<file path="src/hdl/pch_pkg.sv">
`timescale 1ns / 1ps
`default_nettype none
// ----------------------------------------------------------------------------
// pch_pkg
// shared opcodes and widths for the posterized colour histogram
// ----------------------------------------------------------------------------
package pch_pkg;

  localparam int unsigned OpcodeWidth = 2;
  localparam int unsigned CfgIdxWidth = 2;
  localparam int unsigned CfgDataWidth = 13;
  localparam int unsigned OutWeightWidth = 40;
  localparam int unsigned CountWidth = 13;

  // bucket hash folds by 2^10, which is 3 modulo this bucket count
  localparam int unsigned NumBuckets = 1021;
  localparam int unsigned BucketWidth = 10;

  typedef enum logic [OpcodeWidth-1:0] {
    OP_CLEAR = 2'd0,
    OP_ADD   = 2'd1,
    OP_READ  = 2'd2,
    OP_NONE  = 2'd3
  } opcode_t;

  typedef enum logic [CfgIdxWidth-1:0] {
    CFG_MAX_COLORS     = 2'd0,
    CFG_IGNORE_BITS    = 2'd1,
    CFG_USE_IMPORTANCE = 2'd2,
    CFG_SPARE          = 2'd3
  } cfg_idx_t;

  function automatic logic [7:0] posterize(input logic [7:0] c, input logic [2:0] ib);
    logic [7:0] keep;
    logic [7:0] high;
    logic [15:0] hi_part;
    begin
      keep = 8'hFF << ib;
      high = ~(8'hFF >> ib);
      hi_part = {8'd0, c & high} >> (4'd8 - {1'b0, ib});
      posterize = (c & keep) | hi_part[7:0];
    end
  endfunction

endpackage : pch_pkg
`default_nettype wire

</file>
<file path="src/hdl/pch_bucket_hash.sv">
`timescale 1ns / 1ps
`default_nettype none
// ----------------------------------------------------------------------------
// pch_bucket_hash
// colour modulo bucket count by folding, pipelined through registered folds
// ----------------------------------------------------------------------------
module pch_bucket_hash
  import pch_pkg::*;
(
  input  wire logic                   clk,
  input  wire logic                   rst,
  input  wire logic                   start,
  input  wire logic [31:0]            color,
  output logic                        done,
  output logic [BucketWidth-1:0]      bucket
);

  logic [23:0] fold1;
  logic [23:0] fold1_q;
  logic [15:0] fold2;
  logic [15:0] fold2_q;
  logic [10:0] fold3;
  logic        v1;
  logic        v2;

  // x = hi * 1024 + lo folds to hi * 3 + lo
  assign fold1 = 24'({color[31:10], 1'b0}) + 24'(color[31:10]) + 24'(color[9:0]);
  assign fold2 = 16'({fold1_q[23:10], 1'b0}) + 16'(fold1_q[23:10]) + 16'(fold1_q[9:0]);
  assign fold3 = 11'({fold2_q[15:10], 1'b0}) + 11'(fold2_q[15:10]) + 11'(fold2_q[9:0]);

  always_ff @(posedge clk) begin
    if (rst) begin
      v1 <= 1'b0;
      v2 <= 1'b0;
      done <= 1'b0;
    end else begin
      v1 <= start;
      v2 <= v1;
      done <= v2;
    end
    fold1_q <= fold1;
    fold2_q <= fold2;
    if (fold3 >= 11'(NumBuckets)) begin
      bucket <= BucketWidth'(fold3 - 11'(NumBuckets));
    end else begin
      bucket <= fold3[BucketWidth-1:0];
    end
  end

endmodule : pch_bucket_hash
`default_nettype wire

</file>
<file path="config.mk">
export PLATFORM = sky130hd
export DESIGN_NAME = pch_bucket_hash
export DESIGN_NICKNAME = d
export VERILOG_FILES = /design/src/hdl/pch_pkg.sv /design/src/hdl/pch_bucket_hash.sv
export SDC_FILE = /design/constraint.sdc
export NUM_CORES = 1
export LEC_CHECK = 0
export BUFFER_PORTS_ARGS = -buffer_cell sky130_fd_sc_hd__buf_2
export CAP_MARGIN = 20
export CORE_UTILIZATION = 34
export DETAILED_ROUTE_END_ITERATION = 10
export GPL_TIMING_DRIVEN = 0
export PLACE_DENSITY = 0.59
export SYNTH_ARGS = -nofsm -noshare
export SYNTH_HDL_FRONTEND = slang
export SYNTH_SLANG_ARGS = --single-unit
</file>
<file path="constraint.sdc">
create_clock -name clk -period 3.4 [get_ports clk]
set_input_delay 0.51 -clock clk [delete_from_list [all_inputs] [get_ports clk]]
set_output_delay 0.51 -clock clk [all_outputs]
set_load 0.1 [all_outputs]
</file>
==> results of run 1 <==
-- state kept, by name, indices dropped and copies added (netlist names) --
register and cells:
v1 1, fold1_q 24, bucket 10, done 1, v2 1, fold2_q 16
-- cell type report --
type / instances / area, µm²
sequential: 53 / 1060
multi-input combinational: 340 / 2990
buffer: 7 / 27.5
clock buffer: 5 / 125
fill: 1132 / 6940
tap: 143 / 179
inverter: 23 / 86.3
clock inverter: 3 / 28.8
timing repair buffer: 46 / 233
-- layout by cell type (no fill, tap or decap), types with 2 or more instances in the layout --
master,n
ha_1,66
dfxtp_1,53
buf_2,45
a21oi_1,30
nor2_1,29
xnor2_1,26
fa_1,26
inv_1,23
a21o_1,23
o21ai_0,15
nand2_1,13
xor2_1,12
nand3_1,12
nand4_1,9
nor2b_1,9
nor3_1,9
o21a_1,5
nand2b_1,5
clkbuf_1,5
clkbuf_16,5
a211oi_1,4
o211ai_1,4
o21bai_1,3
o21ai_1,3
and3_1,3
a311o_1,2
a21oi_2,2
o31a_1,2
xor2_2,2
nor4_1,2
a31oi_1,2
o311ai_0,2
-- cell families after synthesis --
group	after synthesis	synth area share, %
AOI/OAI and AO/OA	109	18.2
xor gates and xnor gates	41	9.12
adders and majority gates	92	32.5
buffers and inverters	30	2.75
DFF	53	25.6
and+or+nand+nor	98	11.9
-- path summary, 6_finish.rpt --
kind,from,to,slack [ps]
worst max register to register,fold2_q[1],bucket[6],230
worst min register to register,v2,done,450
worst min-delay path,rst,done,410
worst max-delay path,fold2_q[1],bucket[6],230
-- cells in the mapped netlist (2+ instances only) --
cell	instances	area, µm²
nor4_1	2	12.5
nor2_1	29	109
clkbuf_1	5	18.8
nand4_1	9	56.3
o21ai_1	3	15.0
inv_1	23	86.3
a211oi_1	4	30.0
ha_1	66	826
xor2_1	14	123
o311ai_0	2	17.5
a311o_1	2	20.0
a21oi_1	30	150
o211ai_1	4	30.0
a31oi_1	2	12.5
fa_1	26	521
o21a_1	5	37.5
nand2_1	13	48.8
and3_1	3	18.8
nand3_1	12	60.1
a21o_1	23	173
o31a_1	2	17.5
xnor2_1	26	228
nor2b_1	9	56.3
o21bai_1	3	22.5
nand2b_1	5	31.3
dfxtp_1	53	1060
o21ai_0	15	75.1
a21oi_2	2	17.5
nor3_1	9	45.0
-- routing by layer --
layer	vias to the layer above	part of all wire, %	global-route usage [%]
met3	16	2.5	1.51
met1	1447	46	14.7
met2	71	49	22.0
met4	0	2.4	4.89
met5	-	0	0
li1	1617	-	-
-- metrics by stage --
stage	area, µm²	hold WS (ps)	setup slack, ps
6_report	4730	407	228
5_1_grt	4730	409	38.0
4_1_cts	4700	403	99.9
3_5_place_dp	4550	428	113
3_3_place_gp	4550	427	154
2_1_floorplan	4150	414	404
-- critical path, cell delays in order, from the launching register on --
cell,delay [ps]
dfxtp_1,320
fa_1,530
ha_1,160
inv_1,50
fa_1,390
nand2b_1,200
a21oi_2,180
xor2_2,250
nand3_1,210
o41ai_4,450
nand4_1,160
xnor2_1,150
-- timing repair --
| action | in CTS | in global routing |
|---|---|---|
| resized for setup | 0 | 2 |
| setup endpoints to repair | 0 | 4 |
| hold buffers | 0 | 0 |
| hold endpoints to repair | 0 | 0 |
| setup buffers | 0 | 1 |
==> results.md, run 1 <==
- Achievable frequency: 315 MHz
- WL final: 7010 µm
- Rel. slew slack: 54.6%
- Antenna violations before repair: 0
- Sequential cell area fraction in the yosys report: 25.6%
- Fraction of layout cells with a size suffix above 1: 13.8%
- CTS sink count: 53
- TritonCTS clock tree: done
- Worst-skew pair later-pin latency: 290 ps
- Hold Vio Cnt, Final: 0
- Post-route ant nets: 0
- CP Launch Type: flop
- Setup Crit Path Kind: reg -> reg
- Diodes inserted: 0
- Longest Clk Path Bufs: 2
- Area Growth Syn to Fin: 14.0%
- Critical Path Sink Type: flop
- Final Setup Violations: 0
- Min cycle time layout: 3170 ps
- Final nets: 603
- Syn Nets: 550
- Final Util: 40.5%
- Htree depth: 2
- Cell row count: 39
- Reg2reg path depth: 11
- Per-cell routed wire length: 11.3 µm
- #FFs+latches synth: 53
- CP Data Arrival Time: 3350 ps
- Hold depth: 2
- Clock skew: 7.23 ps
- DRC: 0
- Syn_area_per_cell: 9.80 µm²
- Post-Synthesis Cell Area: 4150 µm²
- Final cell count without fillers: 620
- Largest net degree at the start of global routing: 20
- First-pass GRT wire length: 12900 µm
- Vias in the first global route: 3116
- Worst endpoint required time: 3580 ps
- Gpl congestion: 0.782
- Max-slew violations: 0
- Max Cap Viol: 0
- Die height: 112 µm
- Pre-antenna DRT Iters: 6
- Worst hold path class: in -> reg
- CTS buffer count: 5
- Unrepaired setup endpoints after global routing: no
- Setup TNS: 0 ps
- Outcome: complete, no violations
- Die W: 112 µm
- Ys Warns: 0
- Main synth FF type: dfxtp_1
- Initial DRC count: 107
- Core area: 11700 µm²
- Port bufs: 45
- All-Layer GR Usage: 12.2%
- Root Driver: clkbuf_16
- Dpl cells: 611
- Global route total overflow: 0
- Ports: 46
- Syn Inst Count: 423
- EDFF count, synth: 0
- Asr flop ratio synth: 0%
- Drt via density: 5.08
- Routed via count: 3151
- Die Area: 12600 µm²
- Worst Tran Pin Value: 665 ps
- CP max FO: 5
- Post-synth cell types: 51
- DP HPWL: 5850 µm
- Final period utilization: 93.3%
- CTS clock-pin slew for the worst setup and hold paths: 70 ps
- Starting Density: 35.5%
Power of run 1 is not shown: default switching activity piles up to over one toggle a cycle in this logic, so the estimate is an artifact.
==> inputs of run 2 (changes only) <==
Settings changed: ABC_CLOCK_PERIOD_IN_PS set to 3400, BUFFER_PORTS_ARGS -buffer_cell sky130_fd_sc_hd__buf_2 to unset, DONT_BUFFER_PORTS set to 1, MAX_ROUTING_LAYER set to met4, PLACE_DENSITY 0.59 to 0.56.
==> results.md, run 2 (synthesized netlist as in run 1, its figures left out) <==
- Clock skew: 6.43 ps (was 7.23 ps)
- Diodes inserted: 0 (unchanged)
- Worst setup path start: fold2_q[1] (unchanged)
- Vias in the first global route: 2947 (was 3116)
- Worst-skew pair later-pin latency: 290 ps (about the same)
- Area Growth Syn to Fin: 8.42% (was 14.0%)
- Biggest regs: fold1_q (24), fold2_q (16), bucket (10) (unchanged)
- CP Data Arrival Time: 3400 ps (was 3350 ps)
- Rel. slew slack: 38.1% (was 54.6%)
- Most frequent CP cell: fa_1 (unchanged)
- Hold Vio Cnt, Final: 0 (unchanged)
- RR Startpoint: fold2_q[1] (unchanged)
- Global route total overflow: 0 (unchanged)
- Largest net degree at the start of global routing: 19 (was 20)
- Die height: 112 µm (unchanged)
- Cell row count: 39 (unchanged)
- Critical path's top delay family: compound AO/OA/AOI/OAI gates (was adder cells)
- Starting Density: 35.5% (unchanged)
- Hold_sp: rst (unchanged)
- Outcome: complete, but fails checks (was complete, no violations)
- Routed via count: 2930 (was 3151)
- Critical Path Sink Type: flop (unchanged)
- All-Layer GR Usage: 12.7% (was 12.2%)
- Post-route design area: 4490 µm² (was 4730 µm²)
- DRC: 1 (was 0)
- Htree depth: 2 (unchanged)
- GRT busiest layer: met2 (unchanged)
- CP max FO: 5 (unchanged)
- Die Area: 12600 µm² (unchanged)
- CTS buffer count: 5 (unchanged)
- Crit path buf inv count: 1 (unchanged)
- M3 GR Usage: 2.05% (was 1.51%)
- CP Launch Type: flop (unchanged)
- Commonest non-fill, non-tap cell in the layout: ha_1 (unchanged)
- Final nets: 558 (was 603)
- Setup Crit Path Kind: reg -> reg (unchanged)
- Core area: 11700 µm² (unchanged)
- Unrepaired setup endpoints after global routing: no (unchanged)
- Cell Area, Placed: 4320 µm² (was 4550 µm²)
- Max-slew violations: 0 (unchanged)
- Max Cap Viol: 0 (unchanged)
- Antenna violations before repair: 0 (unchanged)
- Routing usage on met1: 15.8% (was 14.7%)
- WL final: 7050 µm (was 7010 µm)
- Root Driver: clkbuf_16 (unchanged)
- Most frequent cells in the layout: 66 x ha_1, 53 x dfxtp_1, 30 x a21oi_1 (was 66 x ha_1, 53 x dfxtp_1, 45 x buf_2)
- Final period utilization: 94.9% (was 93.3%)
- First-pass GRT wire length: 12900 µm (about the same)
- Final Setup Violations: 0 (unchanged)
- Gpl congestion: 0.781 (was 0.782)
- CTS sink count: 53 (unchanged)
- TritonCTS clock tree: done (unchanged)
- Worst hold slack: 285 ps (was 407 ps)
- Max reg flops: 24 (unchanged)
- DP HPWL: 5860 µm (was 5850 µm)
- Setup TNS: 0 ps (unchanged)
- Longest Clk Path Bufs: 2 (unchanged)
- Min cycle time layout: 3230 ps (was 3170 ps)
- CTS clock-pin slew for the worst setup and hold paths: 70 ps (about the same)
- Fraction of layout cells with a size suffix above 1: 4.86% (was 13.8%)
- Max incr delay on CP: 540 ps (was 530 ps)
- Initial DRC count: 143 (was 107)
- Drt via density: 5.10 (was 5.08)
- Failing checks: DRC
- Pre-antenna DRT Iters: 7 (was 6)
- Ports: 46 (unchanged)
- Port bufs: 0 (was 45)
- Die W: 112 µm (unchanged)
- Worst endpoint required time: 3580 ps (about the same)
- M2 GR Usage: 21.2% (was 22.0%)
- Critical-path cell list: fa_1, ha_1, inv_1, fa_1, nand2b_1, a21oi_2, o2111a_1, o21ai_1, o41ai_4, nand4_1, xnor2_1 (was fa_1, ha_1, inv_1, fa_1, nand2b_1, a21oi_2, xor2_2, nand3_1, o41ai_4, nand4_1, xnor2_1)
- Final Util: 38.5% (was 40.5%)
- Largest register by flop count: fold1_q (unchanged)
- Slowest-stage cell, CP: fa_1 (unchanged)
- Post-route ant nets: 0 (unchanged)
- Achievable frequency: 310 MHz (was 315 MHz)
- Worst hold path class: in -> reg (unchanged)
- Worst Tran Pin Value: 927 ps (was 665 ps)
- Per-cell routed wire length: 12.3 µm (was 11.3 µm)
run 2: changes by cell type in the layout (fill, tap and decap cells not counted), sizes merged:
| cell | change |
|---|---|
| clkinvlp | +1 |
| clkinv | -1 |
| buf | -45 |
run 2: layout make-up:
cell class	instances	area, µm²
buffer	7	27.5
clock inverter	3	25.0
inverter	23	86.3
sequential	53	1060
timing repair buffer	1	7.51
multi-input combinational	340	2980
clock buffer	5	125
tap	143	179
fill	1151	7170
run 2: worst register-to-register path, cell delays in order, from the launching register on:
cell and delay (ps):
dfxtp_1 320, fa_1 540, ha_1 170, inv_1 50, fa_1 380, nand2b_1 220
a21oi_2 250, o2111a_1 240, o21ai_1 130, o41ai_4 480, nand4_1 170, xnor2_1 160
run 2: per-layer routing:
metal / vias to the layer above / part of all wire [%] / wire length [µm]
li1: 1529 / - / -
met1: 1349 / 47 / 3330
met2: 48 / 49 / 3470
met3: 4 / 2.9 / 202
met4: 0 / 0.50 / 35
met5: - / 0 / 0
run 2: repair_timing:
action                                  CTS  global route
resized for setup                         0             2
endpoints found under the setup margin    0             6
hold buffers                              0             0
setup buffers                             0             1
run 2: path summary, 6_finish.rpt:
check,end,slack [ps],depth (start not counted)
worst min register to register,done,440,1
worst max-delay path,bucket[6],170,11
worst max register to register,bucket[6],170,11
worst min-delay path,done,290,1
run 2: stage by stage:
step | instances | setup WS (ps)
5_1_grt | 575 | 2.17
4_1_cts | 574 | 40.0
3_3_place_gp | 566 | 166
3_5_place_dp | 566 | 77.4
2_1_floorplan | 423 | 404
6_report | 575 | 174
Power of run 2 is left out for the same reason.
==> inputs of run 3 (changes only) <==
Settings changed: CTS_BUF_LIST set to sky130_fd_sc_hd__clkbuf_4 sky130_fd_sc_hd__clkbuf_8 sky130_fd_sc_hd__clkbuf_16, GPL_TIMING_DRIVEN 0 to unset.
==> results.md, run 3 (synthesized netlist as in run 1, its figures left out) <==
- CP Capture Point: bucket[6] (unchanged)
- Die Area: 12600 µm² (unchanged)
- Failing checks: DRC (unchanged)
- Clock skew: 11.1 ps (was 6.43 ps)
- Max-slew violations: 0 (unchanged)
- R2R Setup Slk: 180 ps (was 170 ps)
- Largest register by flop count: fold1_q (unchanged)
- Worst-skew pair later-pin latency: 290 ps (about the same)
- RR Startpoint: fold2_q[1] (unchanged)
- Final Setup Violations: 0 (unchanged)
- Worst endpoint required time: 3580 ps (about the same)
- Post_cts resized: 0 (unchanged)
- Die W: 112 µm (unchanged)
- CP Data Arrival Time: 3400 ps (about the same)
- Hold Vio Cnt, Final: 0 (unchanged)
- Reg2reg path depth: 11 (unchanged)
- Reg2reg end: bucket[6] (unchanged)
- Port bufs: 0 (unchanged)
- Htree depth: 2 (unchanged)
- Biggest regs: fold1_q (24), fold2_q (16), bucket (10) (unchanged)
- Antenna violations before repair: 0 (unchanged)
- Setup Crit Path Kind: reg -> reg (unchanged)
- Achievable frequency: 310 MHz (about the same)
- Global route total overflow: 0 (unchanged)
- Final period utilization: 94.8% (was 94.9%)
- Max Cap Viol: 0 (unchanged)
- Final nets: 553 (was 558)
- Largest net degree at the start of global routing: 20 (was 19)
- Commonest non-fill, non-tap cell in the layout: ha_1 (unchanged)
- Max reg flops: 24 (unchanged)
- Rel. slew slack: 38.0% (was 38.1%)
- CTS sink count: 53 (unchanged)
- Vias in the first global route: 2932 (was 2947)
- Setup bufs post-CTS: 0 (unchanged)
- Root Driver: clkbuf_16 (unchanged)
- Worst Tran Pin Value: 929 ps (was 927 ps)
- Gpl congestion: 0.763 (was 0.781)
- CP max FO: 7 (was 5)
- All-Layer GR Usage: 12.5% (was 12.7%)
- CP Launch Type: flop (unchanged)
- Worst setup path start: fold2_q[1] (unchanged)
- Worst hold path class: in -> reg (unchanged)
- Longest Clk Path Bufs: 2 (unchanged)
- Drt via density: 5.11 (was 5.10)
- Cts hold-fix bufs: 0 (unchanged)
- Outcome: complete, but fails checks (unchanged)
- Unrepaired setup endpoints after global routing: no (unchanged)
- Cell row count: 39 (unchanged)
- Initial DRC count: 96 (was 143)
- DRC: 1 (unchanged)
- Post-route ant nets: 0 (unchanged)
- Min cycle time layout: 3220 ps (was 3230 ps)
- Routed via count: 2911 (was 2930)
- Setup TNS: 0 ps (unchanged)
- WL final: 6920 µm (was 7050 µm)
- Die height: 112 µm (unchanged)
- Fraction of layout cells with a size suffix above 1: 4.68% (was 4.86%)
- DP HPWL: 5880 µm (was 5860 µm)
- TritonCTS clock tree: done (unchanged)
- First-pass GRT wire length: 12700 µm (was 12900 µm)
- Critical Path Sink Type: flop (unchanged)
- Pre-antenna DRT Iters: 7 (unchanged)
- Core area: 11700 µm² (unchanged)
- CTS clock-pin slew for the worst setup and hold paths: 70 ps (about the same)
- Most frequent cells in the layout: 66 x ha_1, 53 x dfxtp_1, 30 x a21oi_1 (unchanged)
- Per-cell routed wire length: 12.1 µm (was 12.3 µm)
- Diodes inserted: 0 (unchanged)
- Area Growth Syn to Fin: 7.91% (was 8.42%)
- Starting Density: 35.5% (unchanged)
- Ports: 46 (unchanged)
- CTS buffer count: 5 (unchanged)
## run 3: cell count changes in the layout (fill, tap and decap cells not counted), sizes merged
cell      change
clkbuf        -6
buf           +1
clkinv        +1
clkinvlp      -1
## run 3: critical path: stages, from the launching register on
cell	delay, ps
dfxtp_1	320
fa_1	540
ha_1	160
inv_1	50
fa_1	380
nand2b_1	200
a21oi_2	210
o2111a_1	220
o21ai_1	130
o41ai_4	560
nand4_1	170
xnor2_1	150
## run 3: layer usage
metal,GRT usage [%],up-vias,wire length (µm)
li1,-,1526,-
met1,15.0,1329,3280
met2,22.0,52,3390
met3,1.89,4,232
met4,3.20,0,24
met5,-,-,0
## run 3: final cells by class
class / count / area (µm²)
Clock buffer: 5 / 125
Clock inverter: 3 / 28.8
Fill cell: 1193 / 7190
Inverter: 23 / 86.3
Multi-Input combinational cell: 340 / 2970
Sequential cell: 53 / 1060
Tap cell: 143 / 179
Timing Repair Buffer: 3 / 22.5
## run 3: how the worst min path moves through the flow
stage / start / to / slack [ps] / depth (start not counted)
after floorplan: v2 / done / 410 / 1
after global placement: v1 / v2 / 420 / 1
after detailed placement: v2 / done / 430 / 1
after CTS: rst / done / 270 / 1
after global routing: rst / v1 / 270 / 1
final: rst / done / 290 / 1
## run 3: per-stage QoR
stage	util, %	worst slack (ps)	cells	cell area [µm²]	hold WS (ps)
after floorplan	-	404	423	4150	414
after global placement	37.0	262	562	4320	423
after detailed placement	37.0	191	562	4320	427
after CTS	38.4	168	570	4470	274
after global routing	38.4	11.0	570	4470	274
final	38.4	177	570	4470	285
Power of run 3 is left out for the same reason.
